**src/rtl/ppb_pkg.sv**
```systemverilog
// Shared types and constants for the phosphor persistence blend.
// No dependencies; imported by ppb_decay and phosphor_persistence_blend.

package ppb_pkg;

   localparam int INDEX_W     = 18;
   localparam int CODE_W      = 8;
   localparam int MODE_W      = 3;
   localparam int PERSIST_W   = 9;
   localparam int CSR_INDEX_W = 2;
   localparam int CSR_DATA_W  = 9;
   localparam int PRODUCT_W   = 2 * CODE_W;

   localparam int FRAME_WIDTH_DEFAULT  = 512;
   localparam int FRAME_HEIGHT_DEFAULT = 512;

   // register indexes
   localparam logic [CSR_INDEX_W-1:0] CSR_DISPLAY_MODE   = 2'd0;
   localparam logic [CSR_INDEX_W-1:0] CSR_PERSISTENCE_Q8 = 2'd1;

   // display modes
   localparam logic [MODE_W-1:0] MODE_GREEN  = 3'd0;
   localparam logic [MODE_W-1:0] MODE_ORANGE = 3'd1;
   localparam logic [MODE_W-1:0] MODE_LCD    = 3'd2;
   localparam logic [MODE_W-1:0] MODE_COLOR  = 3'd3;
   localparam logic [MODE_W-1:0] MODE_FLAT   = 3'd4;

   localparam logic [CODE_W-1:0]    INDEXED_MIN  = 8'd240;
   localparam logic [CODE_W-1:0]    CODE_MAX     = 8'd255;
   localparam logic [CODE_W-1:0]    BASE_LCD     = 8'd214;
   localparam logic [CODE_W-1:0]    BASE_CRT     = 8'd224;
   localparam logic [PERSIST_W-1:0] PERSIST_MIN  = 9'd51;
   localparam logic [PERSIST_W-1:0] PERSIST_MAX  = 9'd294;
   localparam logic [PERSIST_W-1:0] PERSIST_RST  = 9'd200;

   typedef struct packed {
      logic [MODE_W-1:0]    mode;
      logic [PERSIST_W-1:0] persist;
   } cfg_type;

endpackage

```
**src/rtl/ppb_decay.sv**
```systemverilog
// Decay factor unit: clamps persistence, scales the mode base, saturates.
// Depends on ppb_pkg. Output is registered.

module ppb_decay
   import ppb_pkg::*;
(
   input  logic              clock,
   input  cfg_type           cfg,
   output logic [CODE_W-1:0] decay
);

   logic [PERSIST_W-1:0]        p_clamped;
   logic [CODE_W-1:0]           base;
   logic [CODE_W+PERSIST_W-1:0] scaled;
   logic [PERSIST_W-1:0]        shifted;
   logic [CODE_W-1:0]           decay_in;
   logic [CODE_W-1:0]           decay_ff;

   always_comb begin
      if (cfg.persist < PERSIST_MIN) begin
         p_clamped = PERSIST_MIN;
      end else if (cfg.persist > PERSIST_MAX) begin
         p_clamped = PERSIST_MAX;
      end else begin
         p_clamped = cfg.persist;
      end
      base    = (cfg.mode == MODE_LCD) ? BASE_LCD : BASE_CRT;
      scaled  = (CODE_W+PERSIST_W)'(base) * (CODE_W+PERSIST_W)'(p_clamped);
      shifted = scaled[CODE_W+PERSIST_W-1:CODE_W];
      // saturate to a byte
      decay_in = (shifted > PERSIST_W'(CODE_MAX)) ? CODE_MAX : shifted[CODE_W-1:0];
   end

   always_ff @(posedge clock) begin
      decay_ff <= decay_in;
   end

   assign decay = decay_ff;

endmodule

```
**config.mk**
```make
export PLATFORM = sky130hd
export DESIGN_NAME = ppb_decay
export DESIGN_NICKNAME = d
export VERILOG_FILES = /design/src/rtl/ppb_pkg.sv /design/src/rtl/ppb_decay.sv
export SDC_FILE = /design/constraint.sdc
export NUM_CORES = 1
export LEC_CHECK = 0
export BUFFER_PORTS_ARGS = -buffer_cell sky130_fd_sc_hd__buf_2
export CAP_MARGIN = 20
export CORE_MARGIN = 8
export CORE_UTILIZATION = 35
export CTS_CLUSTER_SIZE = 10
export DETAILED_ROUTE_END_ITERATION = 16
export HOLD_SLACK_MARGIN = 0.06
export SETUP_SLACK_MARGIN = 0.02
export SYNTH_ARGS = -nofsm -noshare
export SYNTH_HDL_FRONTEND = slang
export SYNTH_SLANG_ARGS = --single-unit
```
**constraint.sdc**
```tcl
create_clock -name clock -period 6.5 [get_ports clock]
set_input_delay 0.975 -clock clock [delete_from_list [all_inputs] [get_ports clock]]
set_output_delay 0.975 -clock clock [all_outputs]
set_load 0.005 [all_outputs]
```
==> results.md, run 1 <==
* H-tree depth at 1
* Via Count at between 1500 and 2000
* Main area contributors after synthesis: ha_1 25%, fa_1 22%, inv_1 7.5%
* First-pass GRT wire length at 7670 um
* DIE AREA at ~0.0091 mm^2
* Post-CTS Hold Fix Bufs at 0
* I/O Buffers at 20
* CTS Sinks at 8
* Synthesized area per cell at roughly 8.7 um^2
* GPL Wtd Cong at 0.794
* Drt total wl at 4400 um
* CP Capture Type: flop
* Post_cts resized at 0
* Root buffer cell: clkbuf_8
* Vias per inst at approximately 5
* WP data required at between 6 and 7 ns
* Power per cell area at 258 mW/mm^2
* Setup TNS at 0 ns
* Final ANT Viol Nets at 0
* Ys flop type: dfxtp_1
* CTS tree: done
* Synth unique cells at 48
* Synth cell count leaders: 44 x ha_1, 44 x inv_1, 24 x fa_1
* Die height at 95.2 um
* Wire per inst at approximately 13 um
* Worst vdd rail ir drop at between 0.1 and 0.15 mV
* Slew HR at a little over three fifths
* Sequential cell area fraction in the yosys report at under 10%
* Setup Viol. Count Final at 0
* Final Cycle Share at 91.4%
* Flops & latches, synth at 8
* Max reg flops at 8
* Core box area at just over 0.006 mm^2
* Leakage power at ~1.3 nW
* Syn Nets at ~330
* Antenna violations before repair at 0
* Hold Crit Class: primary input to flop
* Syn Std Cell Area at between 0.002 and 0.0025 mm^2
* Slew @ Worst Pin at 0.560 ns
* Area Growth Syn to Fin at 9.64%
* Top cell type's share of synthesized area at roughly 25%
* Pin count of the biggest net entering global routing at 15
* Yosys top cell by area: ha_1
* Post-synth ARST share at 0%
* Drt drc at 0
* Synth Warn # at 0
* Tot GR Track Use at between 10% and 20%
* Final min period at just under 6 ns
* Row cnt at 29
* Number of max-cap violations at 0
* Iter 0 DRT Violations at 95
* Status: completed
* Crit path launch type: primary input
* Number of enable flip-flop cells after synthesis at 0
* IO Count at 21
* DRT Pass-1 Iters at 6
* CP arrival at around 6.1 ns
* Worst setup path class: primary input to flop
* CTS Buffer Depth at 2
* Die width at about 95 um
* Worst-path fanout max at 5
* Final Hold Fails at 0
* Final Power at between 0.6 and 0.7 mW
* Vias in the first global route at between 1500 and 2000
* Clock-pin slew on the worst setup and hold paths at ~0.040 ns
* Grt total ovfl at 0
* Share of cells above drive strength 1 at about an eighth
* Setup bufs post-CTS at 0
* Max Slew Vio Count at 0
* Initial core utilization at a little over a third
* Placed Cells at around 340
* Mapped Cells at about 250
* N_diodes at 0
* Unrepaired setup endpoints after global routing: false
* CTS Buf Count at 3
* Non-Filler Instances at around 350
* DP HPWL at ~3800 um
* Post-layout util at 38.8%
* Nets at between 300 and 400
* Max Fclk at about 170 MHz
[cells by family (layout without fill, tap and decap cells)]
kind of cell | count (synthesis) | after routing | synth area share [%]
compound gates | 54 | 54 | 17.6
xor+xnor | 8 | 8 | 3.19
fa+ha+maj | 68 | 68 | 47.0
buf+inv | 51 | 68 | 9.06
flops | 8 | 8 | 7.30
simple gates | 63 | 63 | 15.8
[power by group]
part           switching, mW  internal, mW
combinational          0.271         0.206
sequential           0.00572        0.0772
clock                 0.0194        0.0401
[worst paths after layout]
path	from	to	slack, ns	cells after the start
hold / removal	cfg[1]	decay[0]	1.47	6
setup / recovery	cfg[6]	decay[7]	0.56	19
[per-layer routing]
metal	wire length (um)	part of all wire, %	GRT usage, %
met3	118	2.7	1.73
met4	15	0.34	0.780
met2	2160	49	17.5
met5	0	0	0
met1	2100	48	13.9
[area by class of cell]
| cell class | instances | area (um^2) |
|---|---|---|
| sequential | 8 | 160 |
| timing repair buffer | 21 | 108 |
| multi-input combinational | 193 | 1840 |
| tap | 77 | 96.3 |
| inverter | 44 | 165 |
| fill | 648 | 3800 |
| clock buffer | 3 | 41.3 |
[worst max-delay path, cell delays in order]
cell	delay [ns]
buf_2	0.11
nor2_1	0.30
o21ai_0	0.20
a21oi_1	0.23
nor2b_1	0.36
inv_1	0.11
fa_1	0.54
inv_1	0.05
fa_1	0.52
inv_1	0.05
fa_1	0.50
fa_1	0.49
ha_1	0.35
and4_1	0.19
nand3_1	0.19
o31ai_1	0.40
a311o_1	0.24
xnor2_1	0.15
nand2_1	0.07
[stage by stage]
stage	hold WS, ns	instance area (um^2)	setup WS [ns]
after floorplan	1.26	2190	0.745
after global placement	1.36	2360	0.467
after detailed placement	1.35	2360	0.351
after CTS	1.48	2410	0.594
after global routing	1.51	2410	0.206
final	1.47	2410	0.558
[placed cells by master (no fill, tap or decap), types with 2 or more instances in the layout]
| master | n |
|---|---|
| or3_1 | 2 |
| fa_1 | 24 |
| ha_1 | 44 |
| nand2_1 | 15 |
| nand2b_1 | 2 |
| buf_2 | 20 |
| o21a_1 | 2 |
| and3_1 | 2 |
| a311oi_1 | 2 |
| a21oi_1 | 17 |
| xor2_1 | 2 |
| and2_1 | 6 |
| inv_1 | 44 |
| a31oi_1 | 2 |
| o31ai_1 | 2 |
| nand3_1 | 3 |
| o211ai_1 | 2 |
| clkbuf_8 | 3 |
| xnor2_1 | 6 |
| o22ai_1 | 2 |
| dfxtp_1 | 8 |
| nor2_1 | 18 |
| o21ai_0 | 6 |
| a21o_1 | 7 |
| nor2b_1 | 4 |
Note: power is estimated with default switching activity, not from simulation.
==> run 2, diff against run 1 <==
--- a/config.mk
+++ b/config.mk
@@ -12,6 +12,7 @@
 export CTS_CLUSTER_SIZE = 10
 export DETAILED_ROUTE_END_ITERATION = 16
 export HOLD_SLACK_MARGIN = 0.06
+export RECOVER_POWER = 50
 export SETUP_SLACK_MARGIN = 0.02
 export SYNTH_ARGS = -nofsm -noshare
 export SYNTH_HDL_FRONTEND = slang
==> run 2 against run 1 <==
Net effect:
- clock power barely moved
- first-iteration DRC count rose by 19%
- maximum frequency barely moved
- sequential share of layout area barely moved
- largest power group unchanged
- core utilization barely moved
- highest routed layer unchanged
- final cell count did not move
- hold slack barely moved
- clock-buffer cell count did not move
- sequential cell count did not move
==> results.md, run 2 (synthesized netlist as in run 1, its figures left out) <==
* DIE AREA at 0.00906 mm^2 (unchanged)
* Die height at 95.2 um (unchanged)
* First-pass GRT wire length at 7670 um (unchanged)
* Setup TNS at 0 ns (unchanged)
* Cells along the critical path: buf_2 > nor2_1 > o21ai_0 > a21oi_1 > nor2b_1 > inv_1 > fa_1 > inv_1 > fa_1 > inv_1 > fa_1 > fa_1 > ha_1 > and4_1 > nand3_1 > o31ai_1 > a311o_1 > xnor2_1 > nand2_1
* Wire per inst at 12.7 um (about the same)
* DR WL met2 at 2160 um (unchanged)
* Via Count at 1770 (+0.17%)
* Grt total ovfl at 0 (unchanged)
* Share of cells above drive strength 1 at 11.5% (-0.74 points)
* Area Growth Syn to Fin at 9.52%
* Pint at 0.322 mW (-0.51%)
* Comb pwr share at 76.9% (about the same)
* N_diodes at 0 (unchanged)
* CP arrival at 6.05 ns (about the same)
* Max Fclk at 168 MHz (about the same)
* Non-Filler Instances at 346 (unchanged)
* Post-CTS Hold Fix Bufs at 0 (unchanged)
* Hold_ws at 1.47 ns (+0.000400 ns)
* Post-layout util at 38.7% (-0.040 points)
* Area taken by multi-input logic gates at 0.00184 mm^2 (unchanged)
* Tot GR Track Use at 10.3% (unchanged)
* Final Cycle Share at 91.4% (about the same)
* Hold Crit Class: primary input to flop
* Clock-pin slew on the worst setup and hold paths at 0.04 ns (about the same)
* IO Count at 21 (unchanged)
* WP data required at 6.61 ns (about the same)
* Final min period at 5.94 ns (-0.00143 ns)
* Setup bufs post-CTS at 0 (unchanged)
* Fin area at 0.00240 mm^2 (-0.10%)
* Iter 0 DRT Violations at 113 (+19%)
* Top Metal Used: met4
* Initial core utilization at 35.4% (unchanged)
* DP HPWL at 3800 um (unchanged)
* Storage cell area at 160 um^2 (unchanged)
* Max reg flops at 8 (unchanged)
* Setup Viol. Count Final at 0 (unchanged)
* CTS Sinks at 8 (unchanged)
* Crit path launch type: primary input
* Most common cell type on the critical path: fa_1
* GPL Wtd Cong at 0.794 (unchanged)
* NetSw at 0.297 mW (about the same)
* Pin count of the biggest net entering global routing at 15 (unchanged)
* Vias in the first global route at 1718 (unchanged)
* M1 WL at 2100 um (-0.29%)
* Worst vdd rail ir drop at 0.105 mV (about the same)
* Row cnt at 29 (unchanged)
* Sequential share of power at 13.5% (about the same)
* Met3 wire length at 123 um (+4.2%)
* CTS Buf Count at 3 (unchanged)
* Placed Cells at 343 (unchanged)
* Drt drc at 0 (unchanged)
* Slew HR at 62.6% (about the same)
* Vias per inst at 5.12 (+0.17%)
* DRT Pass-1 Iters at 4 (-2)
* Nets at 352 (unchanged)
* Filler cells at 649 (+0.15%)
* Die width at 95.2 um (unchanged)
* Unrepaired setup endpoints after global routing: false
* Most frequent cells in the layout: 44 x inv_1, 44 x ha_1, 24 x fa_1, 18 x nor2_1, 18 x buf_2
* Worst setup path class: primary input to flop
* CP Capture Type: flop
* CP max stage cell: fa_1
* H-tree depth at 1 (unchanged)
* Slew @ Worst Pin at 0.560 ns (+0.000133 ns)
* Leakage power at 1.30 nW (-0.42%)
* Final ANT Viol Nets at 0 (unchanged)
* Max Slew Vio Count at 0 (unchanged)
* Antenna violations before repair at 0 (unchanged)
* Core box area at 0.00620 mm^2 (unchanged)
* Post_cts resized at 0 (unchanged)
* Status: completed
* Slowest stage delay, CP at 0.54 ns (about the same)
* Clk network pwr share at 9.6% (about the same)
* Final Hold Fails at 0 (unchanged)
* CP top delay family: adder cells
* Number of max-cap violations at 0 (unchanged)
* CTS tree: done
* Power per cell area at 257 mW/mm^2 (-0.15%)
* Placed Area at 0.00236 mm^2 (unchanged)
* Worst-path fanout max at 5 (unchanged)
* I/O Buffers at 20 (unchanged)
* Buf/Inv on CP at 4 (unchanged)
* Switching Fraction at 47.9% (+0.13 points)
* Drt total wl at 4400 um (about the same)
* Root buffer cell: clkbuf_8
* CTS Buffer Depth at 2 (unchanged)
==> run 2: cell types whose count changed in the layout (fill, tap and decap cells not counted), sizes merged <==
| cell | delta |
|---|---|
| buf | -2 |
| clkbuf | +2 |
==> run 2: stage by stage <==
| stage | setup slack, ns | power (mW) |
|---|---|---|
| 2_1_floorplan | 0.745 | 0.451 |
| 3_3_place_gp | 0.467 | 0.560 |
| 3_5_place_dp | 0.351 | 0.561 |
| 4_1_cts | 0.594 | 0.629 |
| 5_1_grt | 0.206 | 0.696 |
| 6_report | 0.559 | 0.619 |
==> run 2: final cells by class <==
class / count / share of cell area (%)
multi-input combinational: 193 / 76.4
sequential: 8 / 6.66
timing repair buffer: 21 / 4.37
inverter: 44 / 6.87
clock buffer: 3 / 1.72
tap: 77 / 4.01
==> run 2: final timing paths <==
path / depth (start not counted) / slack [ns] / startpoint / end
setup / recovery: 19 / 0.56 / cfg[6] / decay[7]
hold / removal: 6 / 1.47 / cfg[1] / decay[0]
==> run 2: power groups by stage <==
stage               combinational, mW  clock [mW]  sequential (mW)
floorplan                       0.363           0           0.0880
global placement                0.477           0           0.0830
detailed placement              0.478           0           0.0835
CTS                             0.483      0.0622           0.0834
global route                    0.546      0.0641           0.0854
finish                          0.476      0.0595           0.0833
==> run 2: tightest hold or removal path, cell delays in order <==
cell and delay (ns):
buf_2 0.11, nand2_1 0.10, o31a_4 0.19, o31ai_4 0.10, xnor2_1 0.13, nand2_1 0.06
==> run 2: routing by layer <==
layer  global-route usage [%]  vias up
met3                     1.73        2
met2                     17.5       23
met5                        0        -
met1                     13.9      850
li1                         -      895
met4                    0.780        0
==> run 3, diff against run 2 <==
--- a/config.mk
+++ b/config.mk
@@ -5,6 +5,7 @@
 export SDC_FILE = /design/constraint.sdc
 export NUM_CORES = 1
 export LEC_CHECK = 0
+export ABC_AREA = 1
 export BUFFER_PORTS_ARGS = -buffer_cell sky130_fd_sc_hd__buf_2
 export CAP_MARGIN = 20
 export CORE_MARGIN = 8
==> run 3 against run 2 <==
Net effect:
- via count fell by 0.11%
- global-route usage barely moved
- setup slack improved by 0.30 ns
- clock power fell by 5.0%
- critical endpoint unchanged
- largest power group unchanged
==> results.md, run 3 <==
* Worst setup path class: primary input to flop
* N_diodes at 0 (unchanged)
* DIE AREA at 0.00883 mm^2 (-2.6%)
* Slew HR at 57.7% (-4.9 points)
* Via Count at 1768 (-0.11%)
* Placed Cells at 367 (+7.0%)
* Post-CTS Hold Fix Bufs at 0 (unchanged)
* CTS tree: done
* Max Fclk at 177 MHz (+5.3%)
* WP data required at 6.61 ns (about the same)
* Root buffer cell: clkbuf_8
* DP HPWL at 3840 um (+1.2%)
* Ys flop type: dfxtp_1
* Worst-path fanout max at 5 (unchanged)
* Final Hold Fails at 0 (unchanged)
* Die width at 94.0 um (-1.3%)
* Initial core utilization at 36.1% (+0.77 points)
* Unrepaired setup endpoints after global routing: false
* Flops & latches, synth at 8 (unchanged)
* Syn Std Cell Area at 0.00213 mm^2 (-3.1%)
* I/O Buffers at 20 (unchanged)
* Vias per inst at 4.78 (-6.6%)
* CP Capture Type: flop
* Synth unique cells at 29 (-40%)
* Syn Nets at 353 (+6.0%)
* Yosys top cell by area: ha_1
* Cells along the critical path: buf_2 > inv_1 > nand2_1 > nor2_1 > nand3_2 > nand2_4 > inv_1 > nor3_1 > nor2_1 > fa_1 > fa_1 > fa_1 > inv_1 > fa_1 > inv_1 > ha_1 > a21oi_1 > o21ai_0 > a221oi_1 > nand3b_1 > nand2_1 > nand2_1
* Final Cycle Share at 86.8% (-4.6 points)
* Worst vdd rail ir drop at 0.116 mV (+10%)
* Count leader, synth: inv_1
* Tot GR Track Use at 10.4% (+0.033 points)
* Post_cts resized at 0 (unchanged)
* Grt total ovfl at 0 (unchanged)
* Synth cell count leaders: 56 x inv_1, 47 x nand2_1, 44 x ha_1
* Final min period at 5.64 ns (-0.299 ns)
* Placed Area at 0.00233 mm^2 (-1.6%)
* Power per cell area at 255 mW/mm^2 (-0.85%)
* CTS Sinks at 8 (unchanged)
* Min-Delay Path Depth at 7 (+1)
* Drt drc at 0 (unchanged)
* Top cell type's share of synthesized area at 25.9% (+0.80 points)
* Commonest non-fill, non-tap cell in the layout: inv_1
* Slowest stage delay, CP at 0.55 ns (about the same)
* Antenna violations before repair at 0 (unchanged)
* Vias in the first global route at 1902 (+11%)
* Nets at 378 (+7.4%)
* Non-Filler Instances at 370 (+6.9%)
* Hold path startpoint: cfg[0]
* DRT Pass-1 Iters at 4 (unchanged)
* Pin count of the biggest net entering global routing at 13 (-2)
* Setup TNS at 0 ns (unchanged)
* Row cnt at 28 (-3.4%)
* Synth Warn # at 0 (unchanged)
* Hold Crit Class: primary input to flop
* Final ANT Viol Nets at 0 (unchanged)
* CP max stage cell: fa_1
* Setup bufs post-CTS at 0 (unchanged)
* Final Power at 0.603 mW (-2.6%)
* Main area contributors after synthesis: ha_1 26%, fa_1 23%, inv_1 9.9%
* Max Slew Vio Count at 0 (unchanged)
* CP arrival at 5.75 ns (-0.30 ns)
* Hold EP: decay[0]
* CTS Buf Count at 3 (unchanged)
* Share of cells above drive strength 1 at 12.9% (+1.4 points)
* IO Count at 21 (unchanged)
* Leakage power at 1.38 nW (+5.9%)
* Most frequent cells in the layout: 56 x inv_1, 47 x nand2_1, 44 x ha_1, 31 x nor2_1, 24 x fa_1
* Iter 0 DRT Violations at 74 (-35%)
* Status: completed
* Drt total wl at 4190 um (-4.8%)
* Area Growth Syn to Fin at 11.1%
* H-tree depth at 1 (unchanged)
* GPL Wtd Cong at 0.867 (+9.2%)
* Post-layout util at 40.1% (+1.4 points)
* Mapped Cells at 272 (+7.9%)
* Synthesized area per cell at 7.82 um^2 (-10%)
* Wire per inst at 11.3 um (-11%)
* Setup Viol. Count Final at 0 (unchanged)
* Max reg flops at 8 (unchanged)
* Fin area at 0.00236 mm^2 (-1.7%)
* Clock-pin slew on the worst setup and hold paths at 0.04 ns (about the same)
* Crit path launch type: primary input
* First-pass GRT wire length at 7780 um (+1.4%)
* Die height at 94.0 um (-1.3%)
* Post-synth ARST share at 0% (unchanged)
* CTS Buffer Depth at 2 (unchanged)
* Number of enable flip-flop cells after synthesis at 0 (unchanged)
* Sequential cell area fraction in the yosys report at 7.53% (+0.23 points)
* Core box area at 0.00589 mm^2 (-5.1%)
* Number of max-cap violations at 0 (unchanged)
* Slew @ Worst Pin at 0.630 ns (+0.0692 ns)
-- run 3: metrics by stage --
stage / setup WS, ns / hold slack, ns
floorplan: 0.977 / 1.26
global placement: 0.665 / 1.36
detailed placement: 0.654 / 1.36
CTS: 0.877 / 1.47
global route: 0.388 / 1.51
finish: 0.858 / 1.46
-- run 3: area by class of cell --
| cell class | count | area (um^2) |
|---|---|---|
| Tap cell | 75 | 93.8 |
| Clock buffer | 3 | 41.3 |
| Fill cell | 629 | 3520 |
| Sequential cell | 8 | 160 |
| Multi-Input combinational cell | 206 | 1750 |
| Timing Repair Buffer | 22 | 109 |
| Inverter | 56 | 210 |
-- run 3: worst max path at each step --
stage	start	to	slack [ns]	depth (start not counted)
finish	cfg[6]	decay[7]	0.86	22
CTS	cfg[6]	decay[7]	0.88	22
global route	cfg[6]	decay[7]	0.39	22
global placement	cfg[6]	decay[7]	0.66	22
floorplan	cfg[6]	decay[0]	0.98	22
detailed placement	cfg[6]	decay[7]	0.65	22
-- run 3: layer usage --
layer	wire [um]	vias to the layer above	part of all wire [%]	track usage (%)
li1	-	901	-	-
met1	1940	838	46	12.9
met2	2130	29	51	19.5
met3	114	0	2.7	1.20
met4	0	0	0	0
met5	0	-	0	0
-- run 3: logic make-up (layout without fill, tap and decap cells) --
logic type                 after synthesis  after routing  synth area share, %
AOI/OAI and AO/OA                       25             25                 7.53
xor gates and xnor gates                 7              7                 2.88
adders and majority gates               68             68                 48.5
buffers and inverters                   58             81                 10.3
DFF                                      8              8                 7.53
and+or+nand+nor                        106            106                 23.3
-- run 3: critical path, delay by kind of cell --
| family | cells | cell delay [ns] |
|---|---|---|
| AOI/OAI and AO/OA | 3 | 0.77 |
| adders and majority gates | 5 | 2.45 |
| buffers and inverters | 5 | 0.37 |
| and+or+nand+nor | 9 | 1.17 |
-- run 3: where the power goes --
group	total (mW)	internal [mW]	switching [mW]
clock network	0.0565	0.0398	0.0166
logic	0.464	0.185	0.279
registers	0.0823	0.0772	0.00512
total	0.603	0.302	0.300
